$ cat src/design/ppbf_ram.sv
`timescale 1ns / 1ps
`default_nettype none
// ----------------------------------------------------------------------------
// ppbf_ram: generic single-write, single-read synchronous RAM
// One write port, one read port with registered read data.
// ----------------------------------------------------------------------------
module ppbf_ram #(
    parameter int WIDTH = 8,
    parameter int DEPTH = 256
) (
    input  wire logic                     clk,
    input  wire logic                     wr_en,
    input  wire logic [$clog2(DEPTH)-1:0] wr_addr,
    input  wire logic [WIDTH-1:0]         wr_data,
    input  wire logic                     rd_en,
    input  wire logic [$clog2(DEPTH)-1:0] rd_addr,
    output logic      [WIDTH-1:0]         rd_data
);

    logic [WIDTH-1:0] mem [DEPTH];
    logic [WIDTH-1:0] rd_data_reg;

    // Write and registered read
    always_ff @(posedge clk)
    begin
        if (wr_en)
        begin
            mem[wr_addr] <= wr_data;
        end
        if (rd_en)
        begin
            rd_data_reg <= mem[rd_addr];
        end
    end

    assign rd_data = rd_data_reg;

endmodule : ppbf_ram
`default_nettype wire

$ cat config.mk
export PLATFORM = sky130hd
export DESIGN_NAME = ppbf_ram
export DESIGN_NICKNAME = d
export VERILOG_FILES = /design/src/design/ppbf_ram.sv
export SDC_FILE = /design/constraint.sdc
export NUM_CORES = 2
export LEC_CHECK = 0
export BUFFER_PORTS_ARGS = -buffer_cell sky130_fd_sc_hd__buf_2
export CELL_PAD_IN_SITES_DETAIL_PLACEMENT = 1
export CELL_PAD_IN_SITES_GLOBAL_PLACEMENT = 1
export CORE_AREA = 8 8 405 407
export CTS_CLUSTER_SIZE = 20
export DETAILED_ROUTE_END_ITERATION = 10
export DIE_AREA = 0 0 413 415
export PLACE_DENSITY = 0.73
export SYNTH_ARGS = -nofsm -noshare
export SYNTH_HDL_FRONTEND = slang
export SYNTH_SLANG_ARGS = --single-unit
export TNS_END_PERCENT = 20
$ cat constraint.sdc
create_clock -name clk -period 2.79 [get_ports clk]
set_clock_uncertainty 0.15 [all_clocks]
set_input_delay 0.558 -clock clk [delete_from_list [all_inputs] [get_ports clk]]
set_output_delay 0.558 -clock clk [all_outputs]
set_load 0.05 [all_outputs]
* Word level (Yosys, flattened, before mapping)
Memory sizes are Yosys's and may differ from the RTL's. A register that Yosys moved wholly into a read port is not among the register bits. Index checks and enable logic that the tools add are counted. W data, S select, Z words.
Storage, ports and cells: input bits 27, output and inout bits 8, bits in registers 0, memories 1, bits in writable memories 2048
Cells by class: mux-type cells 2
Memories:
- mem | words 256, bits a word 8, rd ports 1, clocked after memory_dff 1, write ports 1, line 20 | logic [WIDTH-1:0] mem [DEPTH];
Operator list (count):
- $mux W1 | 2

* Logic depth before layout (Yosys ltp)
depth after elaboration 2, depth in mapped cells 11, depth with buffers taken out 6

* Least setup slack after synthesis
Ideal clock, no wire load.
path type in2reg, from in rd_addr[0], to reg rd_data_reg[2], in the netlist rd_data[2], read port of mem, data pin, data required time 2.371 ns, stages 9, arrival time 2.365 ns, setup slack 0.006 ns, buffers on the path 4, path through buf_6 -> buf_12 -> buf_8 -> buf_2 -> mux4_2 -> a22oi_1 -> a21oi_1 -> nor4_1 -> nor4_2
RTL lines:
- start, declared | line 16 | input wire logic [$clog2(DEPTH)-1:0] rd_addr,
- end, declared | line 21 | logic [WIDTH-1:0] rd_data_reg;

==> impl_metrics.json <==
{
  "area_growth_pct": 17.7,
  "viasPerCell": 6.36,
  "clock_path_buffers": 3,
  "rows": 146,
  "worstMarginPinSlew_ns": 0.939,
  "grt_pass1_vias": 44800,
  "max_freq_ghz": 0.352,
  "ir_drop_v": 0.000662,
  "nets": 4436,
  "path_clk_slew_ns": 0.06,
  "p_leak_uw": 0.0304,
  "syn_inst": 3733,
  "gr-usage-all-layers": 0.259,
  "fin_crit_sh": 1.02,
  "fin_ws_ns": -0.0497,
  "violations": "negative setup slack",
  "drtIter0Drc": 4953,
  "cts.root.buffer_cell": "clkbuf_16",
  "ys_async_sr_fraction": 0,
  "first_pass_iters": 6,
  "rsz0062_at_grt": "true",
  "fin_crit_ns": 2.84,
  "critPathMaxFanout": 17,
  "crit_type": "input port to flop",
  "coreArea_mm2": 0.157,
  "grt_pass1_wl_mm": 321,
  "start_kind": "input port",
  "synth_nets": 3760,
  "routabilityCongestion": 0.861,
  "postCtsSetupBuffers": 0,
  "die_w_um": 413,
  "start_util": 0.506,
  "fin_area_mm2": 0.0937,
  "num_io_pins": 35,
  "drt-wirelength-per-cell_um": 33.5,
  "cap_violations": 0,
  "final_antenna_net_count": 0,
  "power_density_mw_per_mm2": 688,
  "hold_path.class": "input port to flop",
  "post-route-drc-count": 0,
  "synth-edff-count": 2056,
  "endpoint_kind": "flop",
  "outcome": "finished with violations",
  "die_h_um": 415,
  "maxSlewHeadroom": 0.374,
  "dieArea_mm2": 0.171,
  "pre_cts_slack_ns": -1.34,
  "worstPathRequired_ns": 3.25,
  "cts_tree": "yes",
  "synthesis.area_per_instance_um2": 21.3,
  "clock_latency_ns": 0.85,
  "final_core_util": 0.595,
  "drive_gt1_frac": 0.320,
  "ys_ff_latch": 2056,
  "ys_types": 54,
  "largest_reg_flops": 2048,
  "finalSetupTns_ns": -0.0829,
  "yosysWarnings": 0,
  "slew_violations": 0,
  "place.port_buffers": 34,
  "grt_overflow": 0,
  "hpwl_mm": 143,
  "ys.flop_type": "edfxtp_1",
  "vias": 42300,
  "total_power_uw": 64500,
  "setup_viol": 3,
  "ctsHtreeMaxLevel": 4,
  "netlist_area_mm2": 0.0796,
  "worstPathArrival_ns": 3.30,
  "antenna_found_initial": 17,
  "cts_buffers": 204,
  "synth_sequential_area_ratio": 0.775,
  "wirelength_mm": 223,
  "grt_max_degree": 82,
  "cts.sink_count": 2056,
  "hold_viol_final": 0,
  "dpl_cell_area_mm2": 0.0871
}
per-layer routing:
metal,routed length [µm],part of all wire,GRT usage
met1,85000,0.38,0.346
met2,110000,0.49,0.421
met3,19800,0.089,0.0559
met4,8800,0.039,0.0961
met5,43,0.00019,0
final timing paths:
check / slack, ns / cells past startpoint / from / end
max: -0.05 / 12 / rd_addr[0] / rd_data[7]
min: 0.12 / 1 / wr_data[6] / mem[67][6]
max reg2reg: -0.03 / 7 / mem[139][2] / rd_data[2]
min reg2reg: 1.06 / 7 / mem[32][5] / rd_data[5]
through the flow:
step / hold slack, ns / instances
floorplan: 0.507 / 3733
global placement: 0.837 / 6269
detailed placement: 0.839 / 6270
CTS: 0.0811 / 6645
global route: 0.121 / 6647
finish: 0.124 / 6653
kinds of logic (layout without fill, tap and decap cells):
kind of cell    Yosys count  count (layout)  share of synthesized area
other cells               0               8                          0
compound gates          385             385                     0.0342
flops                  2056            2056                      0.775
mux                     591             591                      0.146
buf+inv                 235            1075                     0.0183
simple gates            466             466                     0.0263
cells in the mapped netlist, drive strengths merged, types with 6 or more instances:
library cell,n,area (µm²)
edfxtp,2056,61700
mux4,456,10300
nor2,282,1060
mux2i,134,1340
a22oi,133,998
buf,122,1030
clkbuf,111,417
a21oi,96,480
o221ai,47,418
nand3,34,170
nand2,33,124
nor2b,31,194
o22ai,28,175
nor4,27,188
nor3,22,110
a211oi,16,120
a221oi,14,129
o21ai,12,60.1
nand4,10,62.6
o211ai,10,75.1
a22o,8,70.1
nand2b,8,50.1
and2,6,37.5
timing repair:
action                                 in CTS  in global routing
hold buffers                                5                  0
gates resized for setup                    16                  7
endpoints found under the hold margin      94                  0
setup endpoints to repair                   8                  7
cells in the final DEF (no fill, tap or decap), types with 10 or more instances in the layout:
cell	count
nor4_1	14
nand4_1	10
mux2i_1	134
clkinv_2	37
o221ai_1	46
a221oi_1	12
buf_2	23
nand3_1	34
o22ai_1	28
nor3_1	16
o21ai_0	10
a22oi_1	132
nor2b_1	28
a211oi_1	16
clkinv_1	45
edfxtp_1	2056
buf_4	583
buf_12	79
clkbuf_1	50
o211ai_1	10
nor2_1	279
a21oi_1	96
mux4_2	454
clkbuf_16	208
nand2_1	33
bufinv_16	16
where the power goes:
part           switching (µW)  internal, µW  total (µW)
registers                59.3         34100       34100
clock network           11600         15100       26800
logic                    2240          1420        3660
total                   13900         50600       64500
final cells by class:
| class | count | area (µm²) |
|---|---|---|
| Antenna cell | 8 | 20.0 |
| Clock buffer | 258 | 5390 |
| Tap cell | 2072 | 2590 |
| Timing Repair Buffer | 703 | 6300 |
| Sequential cell | 2056 | 61700 |
| Inverter | 2 | 7.51 |
| Fill cell | 13300 | 63700 |
| Multi-Input combinational cell | 1442 | 16600 |
| Clock inverter | 112 | 1060 |
worst max-delay path, cell delays in order:
cell and delay, ns:
buf_8 0.17, buf_12 0.17, buf_4 0.26, buf_6 0.28
mux2i_1 0.32, o221ai_1 0.27, o22ai_1 0.24, nor3_1 0.08
buf_4 0.13, nor4_2 0.49, buf_4 0.23, nor4_1 0.05
No activity file was read; power rests on OpenSTA's default activity.
